### config.mk
export PLATFORM = sky130hd
export DESIGN_NAME = mqtt_publish_decoder
export DESIGN_NICKNAME = d
export VERILOG_FILES = /design/src/rtl/core/mqttpd_pkg.sv /design/src/rtl/core/mqtt_publish_decoder.sv /design/src/rtl/core/mqttpd_front.sv /design/src/rtl/core/mqttpd_queue.sv /design/src/rtl/core/mqttpd_back.sv
export SDC_FILE = /design/constraint.sdc
export NUM_CORES = 1
export LEC_CHECK = 0
export ABC_AREA = 1
export ABC_CLOCK_PERIOD_IN_PS = 11700
export BUFFER_PORTS_ARGS = -buffer_cell sky130_fd_sc_hd__buf_2
export CAP_MARGIN = 5
export CORE_MARGIN = 2
export CORE_UTILIZATION = 30
export CTS_CLUSTER_DIAMETER = 30
export DETAILED_ROUTE_END_ITERATION = 6
export GPL_TIMING_DRIVEN = 0
export REMOVE_ABC_BUFFERS = 1
export SLEW_MARGIN = 10
export SYNTH_ARGS = -nofsm -noshare
export SYNTH_HDL_FRONTEND = slang
export SYNTH_SLANG_ARGS = --single-unit
### constraint.sdc
create_clock -name clk_i -period 11.7 [get_ports clk_i]
set_input_delay 1.17 -clock clk_i [delete_from_list [all_inputs] [get_ports clk_i]]
set_output_delay 1.17 -clock clk_i [all_outputs]
set_load 0.05 [all_outputs]
### src/rtl/core/mqttpd_pkg.sv
package mqttpd_pkg;

  typedef enum logic [2:0] {
    PH_HEADER  = 3'd0,
    PH_LENGTH  = 3'd1,
    PH_TLEN_HI = 3'd2,
    PH_TLEN_LO = 3'd3,
    PH_TOPIC   = 3'd4,
    PH_IDENT   = 3'd5,
    PH_PAYLOAD = 3'd6,
    PH_DONE    = 3'd7
  } phase_e;

  localparam logic [2:0] CLS_HEADER    = 3'd0;
  localparam logic [2:0] CLS_LENGTH    = 3'd1;
  localparam logic [2:0] CLS_TOPIC_LEN = 3'd2;
  localparam logic [2:0] CLS_TOPIC     = 3'd3;
  localparam logic [2:0] CLS_IDENT     = 3'd4;
  localparam logic [2:0] CLS_PAYLOAD   = 3'd5;
  localparam logic [2:0] CLS_DISCARD   = 3'd6;

  localparam logic [2:0] ERR_NONE      = 3'd0;
  localparam logic [2:0] ERR_NOT_PUB   = 3'd1;
  localparam logic [2:0] ERR_LONG_LEN  = 3'd2;
  localparam logic [2:0] ERR_TOPIC_OVR = 3'd3;
  localparam logic [2:0] ERR_IDENT_OVR = 3'd4;

  localparam logic [3:0] TYPE_PUBLISH = 4'd3;
  localparam int unsigned LEN_W = 28;

  // One decoded byte with the packet fields as they stand after it.
  typedef struct packed {
    logic [2:0]       byte_class;
    logic [7:0]       byte_out;
    logic             dup_flag;
    logic [1:0]       qos_level;
    logic             retain_flag;
    logic [15:0]      packet_ident;
    logic [15:0]      topic_length;
    logic [LEN_W-1:0] payload_length;
    logic [2:0]       error_code;
    logic             packet_end;
  } result_t;

endpackage

### src/rtl/core/mqtt_publish_decoder.sv
// Each byte's result passes through the queue and then the output register.
// Throughput: one byte per cycle while the queue is not full (in_stall_o low).
// A two-entry queue between parser and output register absorbs output stalls.
// Reset (rst_ni low, asynchronous) puts the parser in the header phase with all
// fields at zero and empties the queue and the output register.
module mqtt_publish_decoder (
  input  logic        clk_i,
  input  logic        rst_ni,
  input  logic        in_valid_i,
  output logic        in_stall_o,
  input  logic [7:0]  data_byte_i,
  input  logic        packet_start_i,
  output logic        out_valid_o,
  input  logic        out_stall_i,
  output logic [2:0]  byte_class_o,
  output logic [7:0]  byte_out_o,
  output logic        dup_flag_o,
  output logic [1:0]  qos_level_o,
  output logic        retain_flag_o,
  output logic [15:0] packet_ident_o,
  output logic [15:0] topic_length_o,
  output logic [27:0] payload_length_o,
  output logic [2:0]  error_code_o,
  output logic        packet_end_o
);

  mqttpd_pkg::result_t front_res, queue_res, out_res;
  logic accept, full, empty, pop;

  assign in_stall_o = full;
  assign accept     = in_valid_i && !full;

  mqttpd_front u_front (
    .clk_i          (clk_i),
    .rst_ni         (rst_ni),
    .accept_i       (accept),
    .data_byte_i    (data_byte_i),
    .packet_start_i (packet_start_i),
    .result_o       (front_res)
  );

  mqttpd_queue u_queue (
    .clk_i       (clk_i),
    .rst_ni      (rst_ni),
    .push_i      (accept),
    .push_data_i (front_res),
    .full_o      (full),
    .pop_i       (pop),
    .empty_o     (empty),
    .pop_data_o  (queue_res)
  );

  mqttpd_back u_back (
    .clk_i       (clk_i),
    .rst_ni      (rst_ni),
    .empty_i     (empty),
    .data_i      (queue_res),
    .pop_o       (pop),
    .out_valid_o (out_valid_o),
    .out_stall_i (out_stall_i),
    .result_o    (out_res)
  );

  assign byte_class_o     = out_res.byte_class;
  assign byte_out_o       = out_res.byte_out;
  assign dup_flag_o       = out_res.dup_flag;
  assign qos_level_o      = out_res.qos_level;
  assign retain_flag_o    = out_res.retain_flag;
  assign packet_ident_o   = out_res.packet_ident;
  assign topic_length_o   = out_res.topic_length;
  assign payload_length_o = out_res.payload_length;
  assign error_code_o     = out_res.error_code;
  assign packet_end_o     = out_res.packet_end;

endmodule

### src/rtl/core/mqttpd_front.sv
module mqttpd_front (
  input  logic                    clk_i,
  input  logic                    rst_ni,
  input  logic                    accept_i,
  input  logic [7:0]              data_byte_i,
  input  logic                    packet_start_i,
  output mqttpd_pkg::result_t     result_o
);

  mqttpd_pkg::phase_e phase_q, phase_d, e_phase;
  logic [mqttpd_pkg::LEN_W-1:0] bytes_left_q, bytes_left_d, e_bytes_left;
  logic [mqttpd_pkg::LEN_W-1:0] pay_count_q, pay_count_d, e_pay_count;
  logic [mqttpd_pkg::LEN_W-1:0] len_addend, bytes_dec;
  logic [1:0]  lbc_q, lbc_d, e_lbc;
  logic [3:0]  flags_q, flags_d, e_flags;
  logic [15:0] topic_len_q, topic_len_d, e_topic_len;
  logic [15:0] topic_left_q, topic_left_d, e_topic_left;
  logic [15:0] ident_q, ident_d, e_ident;
  logic [2:0]  error_q, error_d, e_error;
  logic [2:0]  byte_class;
  logic        pkt_end, topic_done, payload_go;

  // A start byte sees the cleared state and is parsed as a header.
  always_comb begin
    if (packet_start_i) begin
      e_phase       = mqttpd_pkg::PH_HEADER;
      e_bytes_left  = '0;
      e_pay_count   = '0;
      e_lbc         = '0;
      e_flags       = '0;
      e_topic_len   = '0;
      e_topic_left  = '0;
      e_ident       = '0;
      e_error       = mqttpd_pkg::ERR_NONE;
    end else begin
      e_phase       = phase_q;
      e_bytes_left  = bytes_left_q;
      e_pay_count   = pay_count_q;
      e_lbc         = lbc_q;
      e_flags       = flags_q;
      e_topic_len   = topic_len_q;
      e_topic_left  = topic_left_q;
      e_ident       = ident_q;
      e_error       = error_q;
    end
  end

  always_comb begin
    case (e_lbc)
      2'd0:    len_addend = {21'd0, data_byte_i[6:0]};
      2'd1:    len_addend = {14'd0, data_byte_i[6:0], 7'd0};
      2'd2:    len_addend = {7'd0, data_byte_i[6:0], 14'd0};
      2'd3:    len_addend = {data_byte_i[6:0], 21'd0};
      default: len_addend = '0;
    endcase
  end

  assign bytes_dec = (e_bytes_left != '0) ? e_bytes_left - 28'd1 : e_bytes_left;

  // Next state.
  always_comb begin
    phase_d       = e_phase;
    bytes_left_d  = e_bytes_left;
    pay_count_d   = e_pay_count;
    lbc_d         = e_lbc;
    flags_d       = e_flags;
    topic_len_d   = e_topic_len;
    topic_left_d  = e_topic_left;
    ident_d       = e_ident;
    error_d       = e_error;
    pkt_end       = 1'b0;
    topic_done    = 1'b0;
    payload_go    = 1'b0;

    case (e_phase)
      mqttpd_pkg::PH_HEADER: begin
        if (data_byte_i[7:4] != mqttpd_pkg::TYPE_PUBLISH) begin
          error_d = mqttpd_pkg::ERR_NOT_PUB;
          phase_d = mqttpd_pkg::PH_DONE;
          pkt_end = 1'b1;
        end else begin
          flags_d      = data_byte_i[3:0];
          bytes_left_d = '0;
          lbc_d        = '0;
          phase_d      = mqttpd_pkg::PH_LENGTH;
        end
      end
      mqttpd_pkg::PH_LENGTH: begin
        bytes_left_d = e_bytes_left + len_addend;
        if (data_byte_i[7]) begin
          if (e_lbc == 2'd3) begin
            error_d = mqttpd_pkg::ERR_LONG_LEN;
            phase_d = mqttpd_pkg::PH_DONE;
            pkt_end = 1'b1;
          end else begin
            lbc_d = e_lbc + 2'd1;
          end
        end else if (bytes_left_d < 28'd2) begin
          error_d = mqttpd_pkg::ERR_TOPIC_OVR;
          phase_d = mqttpd_pkg::PH_DONE;
          pkt_end = 1'b1;
        end else begin
          phase_d = mqttpd_pkg::PH_TLEN_HI;
        end
      end
      mqttpd_pkg::PH_TLEN_HI: begin
        topic_len_d  = {data_byte_i, 8'd0};
        bytes_left_d = bytes_dec;
        phase_d      = mqttpd_pkg::PH_TLEN_LO;
      end
      mqttpd_pkg::PH_TLEN_LO: begin
        topic_len_d  = e_topic_len | {8'd0, data_byte_i};
        bytes_left_d = bytes_dec;
        if ({12'd0, topic_len_d} > bytes_left_d) begin
          error_d = mqttpd_pkg::ERR_TOPIC_OVR;
          phase_d = mqttpd_pkg::PH_DONE;
          pkt_end = 1'b1;
        end else begin
          topic_left_d = topic_len_d;
          if (topic_len_d == 16'd0) begin
            topic_done = 1'b1;
          end else begin
            phase_d = mqttpd_pkg::PH_TOPIC;
          end
        end
      end
      mqttpd_pkg::PH_TOPIC: begin
        bytes_left_d = bytes_dec;
        if (e_topic_left != 16'd0) begin
          topic_left_d = e_topic_left - 16'd1;
        end
        if (topic_left_d == 16'd0) begin
          topic_done = 1'b1;
        end
      end
      mqttpd_pkg::PH_IDENT: begin
        bytes_left_d = bytes_dec;
        if (e_lbc == 2'd0) begin
          ident_d = {data_byte_i, 8'd0};
          lbc_d   = 2'd1;
        end else begin
          ident_d    = e_ident | {8'd0, data_byte_i};
          payload_go = 1'b1;
        end
      end
      mqttpd_pkg::PH_PAYLOAD: begin
        bytes_left_d = bytes_dec;
        if (bytes_left_d == '0) begin
          phase_d = mqttpd_pkg::PH_DONE;
          pkt_end = 1'b1;
        end
      end
      default: begin
      end
    endcase

    // With the topic read, a packet id follows when qos is nonzero.
    if (topic_done) begin
      if (e_flags[2:1] != 2'd0) begin
        if (bytes_left_d < 28'd2) begin
          error_d = mqttpd_pkg::ERR_IDENT_OVR;
          phase_d = mqttpd_pkg::PH_DONE;
          pkt_end = 1'b1;
        end else begin
          lbc_d   = '0;
          phase_d = mqttpd_pkg::PH_IDENT;
        end
      end else begin
        payload_go = 1'b1;
      end
    end

    if (payload_go) begin
      pay_count_d = bytes_left_d;
      if (bytes_left_d == '0) begin
        phase_d = mqttpd_pkg::PH_DONE;
        pkt_end = 1'b1;
      end else begin
        phase_d = mqttpd_pkg::PH_PAYLOAD;
      end
    end
  end

  // Outputs: the class follows from the phase the byte arrives in.
  always_comb begin
    case (e_phase)
      mqttpd_pkg::PH_HEADER:  byte_class = mqttpd_pkg::CLS_HEADER;
      mqttpd_pkg::PH_LENGTH:  byte_class = mqttpd_pkg::CLS_LENGTH;
      mqttpd_pkg::PH_TLEN_HI: byte_class = mqttpd_pkg::CLS_TOPIC_LEN;
      mqttpd_pkg::PH_TLEN_LO: byte_class = mqttpd_pkg::CLS_TOPIC_LEN;
      mqttpd_pkg::PH_TOPIC:   byte_class = mqttpd_pkg::CLS_TOPIC;
      mqttpd_pkg::PH_IDENT:   byte_class = mqttpd_pkg::CLS_IDENT;
      mqttpd_pkg::PH_PAYLOAD: byte_class = mqttpd_pkg::CLS_PAYLOAD;
      default:                byte_class = mqttpd_pkg::CLS_DISCARD;
    endcase
  end

  always_comb begin
    result_o.byte_class     = byte_class;
    result_o.byte_out       = data_byte_i;
    result_o.dup_flag       = flags_d[3];
    result_o.qos_level      = flags_d[2:1];
    result_o.retain_flag    = flags_d[0];
    result_o.packet_ident   = ident_d;
    result_o.topic_length   = topic_len_d;
    result_o.payload_length = pay_count_d;
    result_o.error_code     = error_d;
    result_o.packet_end     = pkt_end;
  end

  always_ff @(posedge clk_i or negedge rst_ni) begin
    if (!rst_ni) begin
      phase_q       <= mqttpd_pkg::PH_HEADER;
      bytes_left_q  <= '0;
      pay_count_q   <= '0;
      lbc_q         <= '0;
      flags_q       <= '0;
      topic_len_q   <= '0;
      topic_left_q  <= '0;
      ident_q       <= '0;
      error_q       <= mqttpd_pkg::ERR_NONE;
    end else if (accept_i) begin
      phase_q       <= phase_d;
      bytes_left_q  <= bytes_left_d;
      pay_count_q   <= pay_count_d;
      lbc_q         <= lbc_d;
      flags_q       <= flags_d;
      topic_len_q   <= topic_len_d;
      topic_left_q  <= topic_left_d;
      ident_q       <= ident_d;
      error_q       <= error_d;
    end
  end

endmodule

### src/rtl/core/mqttpd_queue.sv
module mqttpd_queue (
  input  logic                clk_i,
  input  logic                rst_ni,
  input  logic                push_i,
  input  mqttpd_pkg::result_t push_data_i,
  output logic                full_o,
  input  logic                pop_i,
  output logic                empty_o,
  output mqttpd_pkg::result_t pop_data_o
);

  mqttpd_pkg::result_t entry_q [2];
  logic       wr_ptr_q, rd_ptr_q;
  logic [1:0] count_q;

  assign full_o     = (count_q == 2'd2);
  assign empty_o    = (count_q == 2'd0);
  assign pop_data_o = entry_q[rd_ptr_q];

  always_ff @(posedge clk_i) begin
    if (push_i) begin
      entry_q[wr_ptr_q] <= push_data_i;
    end
  end

  always_ff @(posedge clk_i or negedge rst_ni) begin
    if (!rst_ni) begin
      wr_ptr_q <= 1'b0;
      rd_ptr_q <= 1'b0;
      count_q  <= 2'd0;
    end else begin
      if (push_i) begin
        wr_ptr_q <= ~wr_ptr_q;
      end
      if (pop_i) begin
        rd_ptr_q <= ~rd_ptr_q;
      end
      case ({push_i, pop_i})
        2'b10:   count_q <= count_q + 2'd1;
        2'b01:   count_q <= count_q - 2'd1;
        default: count_q <= count_q;
      endcase
    end
  end

endmodule

### src/rtl/core/mqttpd_back.sv
module mqttpd_back (
  input  logic                clk_i,
  input  logic                rst_ni,
  input  logic                empty_i,
  input  mqttpd_pkg::result_t data_i,
  output logic                pop_o,
  output logic                out_valid_o,
  input  logic                out_stall_i,
  output mqttpd_pkg::result_t result_o
);

  logic                valid_q;
  mqttpd_pkg::result_t result_q;

  // Load the output register whenever it is empty or being taken.
  assign pop_o       = !empty_i && (!valid_q || !out_stall_i);
  assign out_valid_o = valid_q;
  assign result_o    = result_q;

  always_ff @(posedge clk_i) begin
    if (pop_o) begin
      result_q <= data_i;
    end
  end

  always_ff @(posedge clk_i or negedge rst_ni) begin
    if (!rst_ni) begin
      valid_q <= 1'b0;
    end else if (pop_o) begin
      valid_q <= 1'b1;
    end else if (!out_stall_i) begin
      valid_q <= 1'b0;
    end
  end

endmodule

==> flow_results.org <==
** Synthesis
- During synthesis, Yosys emitted a total of 0 warnings.
- The commonest cells after synthesis are 925 x sky130_fd_sc_hd__nand2_1, 317 x sky130_fd_sc_hd__inv_1, 237 x sky130_fd_sc_hd__edfxtp_1.
- Combinational family with the most area after synthesis :: simple AND/OR/NAND/NOR gates
- Of the total synthesized cell area, the portion taken by AND, OR, NAND and NOR gates is 28.3%.
- Of all flip-flops after synthesis, the portion carrying an async set or reset was 33.8%.
- sky130_fd_sc_hd__edfxtp_1 takes more of the synthesized area than any other cell.
- The synthesized netlist occupies a cell area of 20000 sq um.
- Multiplexer share of the synthesized area :: 0%
- After synthesis, the mean cell area works out to 7.92 sq um.
- Top post-synthesis cells by area :: sky130_fd_sc_hd__edfxtp_1 36%, sky130_fd_sc_hd__nand2_1 17%, sky130_fd_sc_hd__dfrtp_1 15%, sky130_fd_sc_hd__inv_1 6.0%, sky130_fd_sc_hd__nor2_1 4.4%
- Yosys top cell area share :: 35.7%
- Post-synthesis share of cell area spent on xor and xnor gates :: 1.01%
- Summing the areas of all compound-gate instances in the mapped netlist gives 8.71% of the synthesized area.
- Post-Synth Adder-Cell Area :: 3.05%
- Synthesis inferred 358 register bits.
- Share of synthesized area occupied by flip-flops and latches :: 50.8%
- Number of synthesized flops with an enable pin :: 237
- Most used DFF post-synth :: sky130_fd_sc_hd__edfxtp_1
- sky130_fd_sc_hd__nand2_1 is the most common cell in the netlist.
- Syn Inst Count :: 2518
- In this run, distinct cell masters in the synthesized netlist total 48.

** Pwr
- In this run the power density over the cells is 302 nW/um^2.
- Power consumption :: 7.31 mW
- In this run the static leakage power is 11.5 nW.
- Max rail drop VDD :: 0.153 mV

** Die
- The floorplan step set the die width to 262 um.
- Effective utilization at floorplan :: 30.3%
- The die is 262 um tall.
- The floorplan step defined a die boundary enclosing 68600 sq um.
- In this run the core area contains 94 standard-cell rows.
- Top Ports :: 94
- The region available for standard cell placement spans 65700 sq um.

** Critical path
- The worst setup path is launched from an input port.
- For this run, the slowest stage of the critical path takes 470 ps.
- Together, buffers and inverters on the worst path number 8.
- For the worst setup path, the data arrival time is 6400 ps.
- STA classifies the critical path endpoint as a flop.
- Data on the critical path is required at its endpoint by 12050 ps.
- In this run the worst path has a maximum fanout of 46.
- Critical path's top delay family :: simple AND/OR/NAND/NOR gates
- The largest individual stage delay along the critical path comes from the cell sky130_fd_sc_hd__buf_2.
- Counting stages on the worst path, the most repeated cell is sky130_fd_sc_hd__nand2_1.
- Startpoint-to-endpoint class of the critical path :: in -> reg

** Routing
- Number of DRC markers after the initial detailed-route iteration :: 1414
- In the routed design, unresolved DRC markers number 0.
- Post-detailed-routing wire length :: 56400 um
- The first TritonRoute pass finished after 6 iterations.
- Routed vias :: 16800
- Dividing the detail-routed wire length by the instance count gives 15.9 um.
- Post-DR vias/cell :: 4.72
- Antenna Nets Post-Route :: 0

** Final layout
- Relative area change from synthesis to final layout :: 21.6%
- 0 antenna diodes ended up in the layout.
- Final standard cell count with taps included and fillers excluded :: 3553
- Cell area after layout :: 24300 sq um
- The post-route netlist has 11.6% of its cells at a drive strength greater than 1.
- Once layout is complete, the utilization of the core stands at 36.9%.
- Final #Nets :: 2686

** STA
- Hold Worst Slack :: 476 ps
- Clock skew :: 24.4 ps
- After layout, the worst path uses 51.7% of the clock period.
- Max Slew Vio Count :: 0
- Measured against its own limit, the worst slew margin works out to 13.4%.
- Slew @ Worst Pin :: 1290 ps
- Final hold vios :: 0
- Setup violations remaining at the end of the flow were counted as 0.
- Adding up every negative setup slack in the final design gives 0 ps.
- Setup repair after global routing left no endpoint under its margin.
- Final Critical Period :: 6050 ps
- Final setup margin :: 5650 ps
- Peak clock frequency supported by timing :: 165 MHz

** CTS
- Maximum buffer depth of the clock tree :: 3
- Total clock buffers created by CTS :: 76
- The tree is rooted in a sky130_fd_sc_hd__clkbuf_16.
- Clock Sinks :: 358
- At the later pin of the worst-skew pair, clock insertion delay measures 610 ps.
- The number of gates resized after CTS was 0.
- TritonCTS clock tree :: yes
- Number of setup buffers added after CTS :: 0
- After clock tree synthesis, the flow added hold-fix buffers numbering 0.
- # H-tree levels :: 3
- After clock tree synthesis, the clock-pin slew on the worst setup and hold paths is 50 ps.

** Job
- Number of maximum-capacitance constraint violations :: 0

** Placed design
- Worst slack after detailed placement :: 5020 ps
- The count of buffers added on input and output ports is 93.
- Including well taps, the total number of placed cells is 3411.
- After detailed placement, the total cell area comes to 21600 sq um.
- Total half-perimeter wirelength after legalization and detailed placement :: 41200 um
- Final weighted congestion of routability-driven global placement :: 0.946

** Global routing
- Via count of the first global-routing pass :: 15800
- Global router's overall resource usage :: 16.6%
- Total congestion overflow :: 0
- Global routing used 22.5% of the available met1 tracks.
- Global routing used 26.5% of the available met2 tracks.
- Antenna violations before repair :: 0
- Met3 global-route usage :: 2.58%
- Global-route wire length before repair :: 88700 um
- GRT busiest layer :: met2
- Entering global routing, the biggest net connects 82 pins.

** Hold path
- Hold Crit Class :: in -> async

** Status
- Result of the run :: complete, no violations
-- layer usage --
metal / wire [um] / vias to the layer above
li1: - / 8412
met1: 25800 / 7799
met2: 25700 / 442
met3: 3060 / 105
met4: 1870 / 0
met5: 0 / -
-- final cells by class --
type,count,area [sq um]
timing repair buffer,112,900
fill,6690,41500
multi-input combinational,1751,8220
sequential,358,10100
clock inverter,57,686
inverter,326,1230
clock buffer,85,1990
tap,864,1080
-- sequential cells by signal (all words and copies together), names as in the netlist, 4 cells and up --
| register | cells |
|---|---|
| u_front.topic_len_q | 16 |
| u_back.result_o | 79 |
| u_queue.entry_q | 158 |
| u_front.ident_q | 16 |
| u_front.bytes_left_q | 28 |
| u_front.flags_q | 4 |
| u_front.pay_count_q | 28 |
| u_front.topic_left_q | 16 |
-- layout by cell type, fill, tap and decap left out, types with 8 or more instances in the layout --
cell	synthesis	routed
sky130_fd_sc_hd__inv_6	0	12
sky130_fd_sc_hd__xor2_1	19	19
sky130_fd_sc_hd__clkinv_2	0	10
sky130_fd_sc_hd__inv_1	317	315
sky130_fd_sc_hd__clkinvlp_4	0	11
sky130_fd_sc_hd__ha_1	47	47
sky130_fd_sc_hd__o21ai_0	91	91
sky130_fd_sc_hd__a21oi_1	79	79
sky130_fd_sc_hd__nand2_2	12	12
sky130_fd_sc_hd__o22ai_1	9	9
sky130_fd_sc_hd__nand3_1	122	122
sky130_fd_sc_hd__buf_2	12	92
sky130_fd_sc_hd__o21ai_1	48	47
sky130_fd_sc_hd__nor2_1	234	230
sky130_fd_sc_hd__nand4_1	38	38
sky130_fd_sc_hd__clkbuf_16	0	78
sky130_fd_sc_hd__buf_12	0	11
sky130_fd_sc_hd__edfxtp_1	237	237
sky130_fd_sc_hd__dfrtp_1	121	120
sky130_fd_sc_hd__nor3_1	11	11
sky130_fd_sc_hd__o21ai_2	16	16
sky130_fd_sc_hd__bufinv_16	0	9
sky130_fd_sc_hd__o211ai_1	20	20
sky130_fd_sc_hd__nand3b_1	8	8
sky130_fd_sc_hd__nor2_2	8	10
sky130_fd_sc_hd__nand2_1	925	925
-- cells by family after synthesis --
logic type	count (synthesis)
fa+ha+maj	48
simple gates	1382
compound gates	298
xor+xnor	23
buf+inv	409
flops	358
-- path summary, 6_finish.rpt --
kind,start,endpoint,slack [ps],cells past startpoint
min reg2reg,u_front.flags_q[1]$_DFFE_PN0P_,u_front.flags_q[1]$_DFFE_PN0P_,480,2
max reg2reg,u_front.bytes_left_q[13]$_DFFE_PN0P_,u_queue.entry_q[1][29]$_DFFE_PP_,6810,21
min in group clk_i,u_front.flags_q[1]$_DFFE_PN0P_,u_front.flags_q[1]$_DFFE_PN0P_,480,2
max,packet_start_i,u_queue.entry_q[1][2]$_DFFE_PP_,5650,29
max in group asynchronous,rst_ni,u_front.topic_left_q[14]$_DFFE_PN0P_,10410,2
min,rst_ni,u_queue.count_q[0]$_DFFE_PN0P_,480,1
-- where the power goes --
part | total [mW] | leakage [nW] | internal (mW) | switching, mW
logic | 3.05 | 6.29 | 0.785 | 2.27
clock network | 2.20 | 1.28 | 1.45 | 0.747
registers | 2.06 | 3.90 | 1.89 | 0.170
Note: power is estimated with default switching activity, not from simulation.
